==> src/design/fpaw_pkg.sv <==
// Shared types, constants and codes for the feedforward PID angle-wrap block.
`timescale 1ns / 1ps
`default_nettype none
package fpaw_pkg;

  localparam int unsigned FRAC_BITS = 16;
  localparam int unsigned NUM_REGS  = 8;
  localparam int unsigned ACC_W     = 48;
  localparam int unsigned TERM_W    = 66;

  localparam logic [2:0] OP_EXT_FF   = 3'd0;
  localparam logic [2:0] OP_TGT_FF   = 3'd1;
  localparam logic [2:0] OP_VEL_FF   = 3'd2;
  localparam logic [2:0] OP_ANGLE    = 3'd3;
  localparam logic [2:0] OP_CLEAR    = 3'd4;

  localparam logic [2:0] REG_GAIN_P     = 3'd0;
  localparam logic [2:0] REG_GAIN_I     = 3'd1;
  localparam logic [2:0] REG_GAIN_D     = 3'd2;
  localparam logic [2:0] REG_GAIN_FF    = 3'd3;
  localparam logic [2:0] REG_DRIVE_LOW  = 3'd4;
  localparam logic [2:0] REG_DRIVE_HIGH = 3'd5;
  localparam logic [2:0] REG_INTEG_LOW  = 3'd6;
  localparam logic [2:0] REG_INTEG_HIGH = 3'd7;

  localparam logic [34:0] DEG360 = 35'd23592960;
  localparam logic [34:0] DEG180 = 35'd11796480;
  localparam logic [3:0]  FOLD_STEPS_M1 = 4'd9;
  localparam logic [5:0]  DIV_STEPS_M1  = 6'd47;

  typedef enum logic [1:0] {G_P, G_I, G_D, G_FF} gain_sel_e;
  typedef enum logic [2:0] {B_SP, B_VEL, B_FOLD, B_ERR, B_DMEAS, B_ACC} bsel_e;
  typedef enum logic [1:0] {MD_FF, MD_P, MD_D, MD_I} mdst_e;
  typedef enum logic [1:0] {FS_VEL, FS_MEAS, FS_SP, FS_ERR} fsel_e;

  typedef struct packed {
    logic      load;
    logic      clear;
    logic      lin;
    logic      fold_start;
    fsel_e     fold_sel;
    logic      mul_lo;
    logic      mul_hi;
    gain_sel_e gsel;
    bsel_e     bsel;
    mdst_e     mdst;
    logic      hold;
    logic      iclamp;
    logic      total;
  } fpaw_cmd_t;

  typedef struct packed {
    logic [2:0] op;
    logic       fold_busy;
    logic       div_busy;
    logic       need_div;
  } fpaw_sts_t;

endpackage
`default_nettype wire

==> src/design/fpaw_ctrl.sv <==
// Controller: sequences folds, multiplies, integrator update and output handshake.
`timescale 1ns / 1ps
`default_nettype none
module fpaw_ctrl import fpaw_pkg::*; (
  input  wire logic      clk_i,
  input  wire logic      rst_ni,
  input  wire logic      in_valid_i,
  output logic           in_ready_o,
  input  wire logic      out_ready_i,
  output logic           out_valid_o,
  input  wire fpaw_sts_t sts_i,
  output fpaw_cmd_t      cmd_o
);

  localparam logic [4:0] S_IDLE   = 5'd0;
  localparam logic [4:0] S_CLR    = 5'd1;
  localparam logic [4:0] S_LIN    = 5'd2;
  localparam logic [4:0] S_FSTART = 5'd3;
  localparam logic [4:0] S_FWAIT  = 5'd4;
  localparam logic [4:0] S_FFLO   = 5'd5;
  localparam logic [4:0] S_FFHI   = 5'd6;
  localparam logic [4:0] S_PLO    = 5'd7;
  localparam logic [4:0] S_PHI    = 5'd8;
  localparam logic [4:0] S_DLO    = 5'd9;
  localparam logic [4:0] S_DHI    = 5'd10;
  localparam logic [4:0] S_I1LO   = 5'd11;
  localparam logic [4:0] S_I1HI   = 5'd12;
  localparam logic [4:0] S_HOLD   = 5'd13;
  localparam logic [4:0] S_I2LO   = 5'd14;
  localparam logic [4:0] S_I2HI   = 5'd15;
  localparam logic [4:0] S_ICLAMP = 5'd16;
  localparam logic [4:0] S_DIV    = 5'd17;
  localparam logic [4:0] S_TOTAL  = 5'd18;

  logic [4:0] state_q, state_d;
  logic [1:0] fidx_q, fidx_d;
  logic       ovalid_q, ovalid_d;
  logic       out_free;

  assign out_free    = !ovalid_q || out_ready_i;
  assign in_ready_o  = (state_q == S_IDLE);
  assign out_valid_o = ovalid_q;

  always_comb begin
    state_d  = state_q;
    fidx_d   = fidx_q;
    ovalid_d = ovalid_q && !out_ready_i;
    cmd_o    = '0;
    cmd_o.fold_sel = fsel_e'(fidx_q);
    cmd_o.gsel = G_P;
    cmd_o.bsel = B_ERR;
    cmd_o.mdst = MD_P;
    case (state_q)
      S_IDLE: begin
        if (in_valid_i) begin
          cmd_o.load = 1'b1;
          state_d = S_LIN;
        end
      end
      S_LIN: begin
        fidx_d = 2'd0;
        if (sts_i.op == OP_CLEAR) state_d = S_CLR;
        else if (sts_i.op == OP_ANGLE) state_d = S_FSTART;
        else begin
          cmd_o.lin = 1'b1;
          state_d = (sts_i.op == OP_TGT_FF || sts_i.op == OP_VEL_FF) ? S_FFLO : S_PLO;
        end
      end
      S_CLR: begin
        if (out_free) begin
          cmd_o.clear = 1'b1;
          ovalid_d = 1'b1;
          state_d = S_IDLE;
        end
      end
      S_FSTART: begin
        cmd_o.fold_start = 1'b1;
        state_d = S_FWAIT;
      end
      S_FWAIT: begin
        if (!sts_i.fold_busy) begin
          if (fidx_q == 2'd3) state_d = S_FFLO;
          else begin
            fidx_d = fidx_q + 2'd1;
            state_d = S_FSTART;
          end
        end
      end
      S_FFLO, S_FFHI: begin
        cmd_o.gsel = G_FF;
        cmd_o.mdst = MD_FF;
        if (sts_i.op == OP_ANGLE) cmd_o.bsel = B_FOLD;
        else if (sts_i.op == OP_TGT_FF) cmd_o.bsel = B_SP;
        else cmd_o.bsel = B_VEL;
        cmd_o.mul_lo = (state_q == S_FFLO);
        cmd_o.mul_hi = (state_q == S_FFHI);
        state_d = (state_q == S_FFLO) ? S_FFHI : S_PLO;
      end
      S_PLO, S_PHI: begin
        cmd_o.mul_lo = (state_q == S_PLO);
        cmd_o.mul_hi = (state_q == S_PHI);
        state_d = (state_q == S_PLO) ? S_PHI : S_DLO;
      end
      S_DLO, S_DHI: begin
        cmd_o.gsel = G_D;
        cmd_o.bsel = B_DMEAS;
        cmd_o.mdst = MD_D;
        cmd_o.mul_lo = (state_q == S_DLO);
        cmd_o.mul_hi = (state_q == S_DHI);
        state_d = (state_q == S_DLO) ? S_DHI : S_I1LO;
      end
      S_I1LO, S_I1HI, S_I2LO, S_I2HI: begin
        cmd_o.gsel = G_I;
        cmd_o.bsel = B_ACC;
        cmd_o.mdst = MD_I;
        cmd_o.mul_lo = (state_q == S_I1LO) || (state_q == S_I2LO);
        cmd_o.mul_hi = (state_q == S_I1HI) || (state_q == S_I2HI);
        case (state_q)
          S_I1LO:  state_d = S_I1HI;
          S_I1HI:  state_d = S_HOLD;
          S_I2LO:  state_d = S_I2HI;
          default: state_d = S_ICLAMP;
        endcase
      end
      S_HOLD: begin
        cmd_o.hold = 1'b1;
        state_d = S_I2LO;
      end
      S_ICLAMP: begin
        cmd_o.iclamp = 1'b1;
        state_d = sts_i.need_div ? S_DIV : S_TOTAL;
      end
      S_DIV: begin
        if (!sts_i.div_busy) state_d = S_TOTAL;
      end
      S_TOTAL: begin
        if (out_free) begin
          cmd_o.total = 1'b1;
          ovalid_d = 1'b1;
          state_d = S_IDLE;
        end
      end
      default: state_d = S_IDLE;
    endcase
  end

  always_ff @(posedge clk_i or negedge rst_ni) begin
    if (!rst_ni) begin
      state_q  <= S_IDLE;
      fidx_q   <= 2'd0;
      ovalid_q <= 1'b0;
    end else begin
      state_q  <= state_d;
      fidx_q   <= fidx_d;
      ovalid_q <= ovalid_d;
    end
  end

endmodule
`default_nettype wire

==> config.mk <==
export PLATFORM = sky130hd
export DESIGN_NAME = fpaw_ctrl
export DESIGN_NICKNAME = d
export VERILOG_FILES = /design/src/design/fpaw_pkg.sv /design/src/design/fpaw_ctrl.sv
export SDC_FILE = /design/constraint.sdc
export NUM_CORES = 1
export LEC_CHECK = 0
export BUFFER_PORTS_ARGS = -buffer_cell sky130_fd_sc_hd__buf_2
export CAP_MARGIN = 20
export CORE_MARGIN = 2
export CORE_UTILIZATION = 45
export CTS_CLUSTER_SIZE = 14
export DETAILED_ROUTE_END_ITERATION = 12
export HOLD_SLACK_MARGIN = 0.02
export PLACE_DENSITY = 0.72
export SYNTH_ARGS = -nofsm -noshare
export SYNTH_HDL_FRONTEND = slang
export SYNTH_SLANG_ARGS = --single-unit
==> constraint.sdc <==
create_clock -name clk_i -period 2.6 [get_ports clk_i]
set_clock_uncertainty 0.15 [all_clocks]
set_input_delay 0.26 -clock clk_i [delete_from_list [all_inputs] [get_ports clk_i]]
set_output_delay 0.26 -clock clk_i [all_outputs]
set_load 0.03 [all_outputs]
### Word level (Yosys, flattened, before mapping)

Index checks and enable logic that the tools add are counted.

* register bits: 8

* reductions and logical operators: 16
* equality and inequality tests: 28
* add/sub/neg operators: 1
* muxes and demuxes: 34

Operator list (count)
* 5-bit case mux with 12 select lines: 1
* 5-bit by 4-bit equality test with 1-bit output (second input constant): 8
* 5-bit 2-to-1 mux: 5
* 7-bit case mux with 3 select lines: 1
* 5-bit by 3-bit equality test with 1-bit output (second input constant): 4
* 1-bit 2-to-1 mux: 17
* 5-bit equality test (second input constant): 3
* 5-bit case mux with 3 select lines: 1
* 5-bit by 2-bit equality test with 1-bit output (second input constant): 2
* 3-bit 2-to-1 mux: 3
* 2-bit 2-to-1 mux: 4
* 2-bit != test (second input constant): 4
* 2-bit case mux with 4 select lines: 1
* 2-bit OR reduction: 4
* 3-bit by 2-bit equality test with 1-bit output (second input constant): 2
* 5-bit by 1-bit equality test with 1-bit output (second input constant): 1
* 5-bit logical NOT: 1
* 1-bit logical OR: 4
* 2-bit case mux with 2 select lines: 1
* 4-bit AND reduction: 1
* 4-bit OR reduction: 1
* 3-bit by 1-bit equality test with 1-bit output (second input constant): 1
* 3-bit equality test (second input constant): 1
* 3-bit AND reduction: 1
* other kinds (6): 7

### Longest topological paths before layout

* depth in word-level cells: 6
* gate-level depth with buffers: 6
* depth with buffers taken out: 5

### Worst setup path before layout

No wires, ideal clock.

* kind: register -> output
* from: register state_q[3]
* to: output cmd_o[17] (netlist bit)
* stages on the path, launching flop included: 5
* path slack: 251 ps
* data arrival time: 1939 ps
* data required time: 2190 ps
* path through: dfrtp_1 -> clkbuf_1 -> buf_2 -> nor3_1 -> and2_1

RTL lines
* start: declaration: line fpaw_ctrl.sv:35 `logic [4:0] state_q, state_d;`
* start signal: assignment: line fpaw_ctrl.sv:153 `state_q <= state_d;`
* end: declaration: line fpaw_ctrl.sv:12 `output fpaw_cmd_t cmd_o`

==> results.md <==
- Startpoint types: register
- Share of the synthesized area in the top cell type: 21.9%
- Status: complete, no violations
- Top cells by area, synth: dfrtp_1 (22%), nor2_1 (5.8%), nor3_1 (4.9%), nor2b_1 (4.8%), nand2_1 (4.5%)
- Avg Inst Size Synth: 7.42 um2
- Core Rows: 16
- Min-delay src: sts_i[2]
- Largest net degree at the start of global routing: 15
- Post-synth EDFFs: 0
- Setup crit end kind: primary output
- Endpoints failing hold: 0
- CP max-delay cell: dfrtp_1
- H-tree levels: 1
- ANT cells: 0
- Fin area: 1110 um2
- Postcts setup bufs: 0
- Syn Inst Count: 123
- Finished Core Util: 57.1%
- Num CTS Buffers: 3
- Max-cap violations: 0
- Achievable Freq: 426 MHz
- Slew HR: 66.3%
- Setup TNS: 0 ns
- RSZ-0062 raised after global routing: false
- Via count: 958
- Die Ht: 49.0 um
- # port buffers: 29
- Data arrival, critical path: 1.94 ns
- Ys Warns: 0
- Deepest clock path buffer count: 2
- Main synth FF type: dfrtp_1
- DR DRC count: 0
- Ys async rst share: 100%
- DIE WIDTH: 49.0 um
- Placed inst area: 1080 um2
- Post-DP HPWL: 1770 um
- Hold Path Class: in -> reg
- CP Launch Point: state_q[4]$_DFFE_PN0P_
- Initial Utilization: 47.0%
- LEAKAGE: 0.515 nW
- Clock-pin slew on the worst setup and hold paths: 0.05 ns
- Routed len/inst: 12.6 um
- Worst-path cell chain: buf_4, nor3_1, nor3b_1, buf_2
- Share of cells above drive strength 1: 29.3%
- Worst-Skew Late Latency: 0.24 ns
- Fin. max-slew vios: 0
- Worst path required time: 2.19 ns
- Core area: 1940 um2
- Layout area overhead: 21.5%
- Vias per cell: 5.41
- Total Wirelength: 2220 um
- Mapped Nets: 134
- Initial DRC count: 14
- CTS tree: done
- Sequential element share of the synthesized area: 21.9%
- Grt ovf: 0
- Synth area leader: dfrtp_1
- Yosys reg bits: 8
- Netlist cell types: 46
- Nets@finish: 163
- Final Setup Violations: 0
- Ports: 30
- Crit-path max FO: 14
- Fill count: 196
- Most numerous cell in the Yosys netlist: nor2_1
- Antenna Violating Nets Remaining: 0
- First-pass iteration count of the detailed router: 4
- Clock sinks: 8
- R2r setup slk: 0.52 ns
- FF-to-FF Start: state_q[1]$_DFFE_PN0P_
- Synth cell count leaders: nor2_1 (14), nand2_1 (11), nor3_1 (9)
- Gpl congestion: 0.804
- Final critical-path required period: 2.35 ns
- Initial antenna violation count: 0
- Crit Path Category: reg -> out
- Slew @ Worst Pin: 0.506 ns
- Pwr dens: 1490 nW/um2
- First-pass GRT wire length: 3860 um
- Peak supply drop: 771 uV
- Vias in the first global route: 907
- Crit share post-route: 90.3%
- Crit-path max cell delay: 0.52 ns
- Mapped Area: 912 um2
- Clock root cell: clkbuf_4
- GR Util All Layers: 20.1%
- Die area: 2400 um2
final timing paths:
kind	end	depth (start not counted)
max	cmd_o[16]	4
min	state_q[2]$_DFFE_PN0P_	3
max reg2reg	state_q[0]$_DFFE_PN0P_	4
min reg2reg	fidx_q[0]$_DFFE_PN0P_	1
max in group asynchronous	fidx_q[1]$_DFFE_PN0P_	2
min in group asynchronous	state_q[1]$_DFFE_PN0P_	2
worst max-delay path: cells and delay by family (launching register included):
kind,cells,cell delay (ns)
buf+inv,2,0.49
flops,1,0.52
simple gates,2,0.68
metrics by stage:
step                      std cells  power (mW)  setup WS, ns  hold slack, ns
after floorplan                 123        1.27         0.251          -0.186
after global placement          173        1.53         0.560         -0.0460
after detailed placement        173        1.56         0.510         -0.0454
after CTS                       177        1.66         0.255           0.138
after global routing            177        1.78         0.147           0.151
final                           177        1.65         0.253           0.148
where the power goes:
group / internal (mW) / switching, mW / leakage (nW)
clock network: 0.0523 / 0.0354 / 0.0138
logic: 0.472 / 0.769 / 0.399
registers: 0.180 / 0.140 / 0.103
total: 0.705 / 0.944 / 0.515
layer usage:
| layer | vias to the layer above | wire length [um] | share of wire (%) | track usage [%] |
|---|---|---|---|---|
| met2 | 16 | 1120 | 50 | 34.7 |
| met1 | 448 | 1040 | 47 | 25.5 |
| li1 | 494 | - | - | - |
| met3 | 0 | 61 | 2.7 | 2.45 |
| met5 | - | 0 | 0 | 0 |
| met4 | 0 | 0 | 0 | 7.62 |
registers in the layout, indices dropped and copies added, names as in the netlist:
signal and flops:
fidx_q 2, out_valid_o 1, state_q 5
layout by cell type (no fill, tap or decap), types with 2 or more instances in the layout:
cell / instances
xor2_1: 2
clkbuf_4: 3
a21oi_1: 7
nor3_1: 9
nor3b_1: 2
nand2b_1: 3
nor2_1: 14
nor2b_1: 7
and2_1: 3
nand3_1: 2
inv_1: 2
o21ai_1: 7
buf_4: 5
o21ai_0: 2
nand2_1: 11
or3b_1: 2
buf_2: 29
xnor2_1: 2
dfrtp_1: 8
mux2_2: 2
nor4b_1: 2
cells by family (layout without fill, tap and decap cells):
| family | after synthesis | after routing | share of synthesized area (%) |
|---|---|---|---|
| multiplexers | 4 | 4 | 4.80 |
| AO/OA/AOI/OAI | 29 | 29 | 23.3 |
| adder cells (fa/ha/maj) | 1 | 1 | 1.37 |
| XOR/XNOR | 4 | 4 | 3.84 |
| flip-flops | 8 | 8 | 21.9 |
| AND/OR/NAND/NOR | 63 | 63 | 37.7 |
| buffers and inverters | 14 | 41 | 6.99 |
area by class of cell:
type	count	area [um2]	area share, %
Multi-Input combinational cell	101	648	58.5
Sequential cell	8	200	18.1
Timing Repair Buffer	35	193	17.4
Tap cell	27	33.8	3.05
Clock buffer	3	22.5	2.03
Inverter	3	11.3	1.02
timing repair:
| item | 4_1_cts | 5_1_grt |
|---|---|---|
| endpoints found under the hold margin | 8 | 0 |
| gates resized for setup | 0 | 0 |
| hold buffers | 1 | 0 |
| endpoints found under the setup margin | 0 | 0 |
Note: power is estimated with default switching activity, not from simulation.
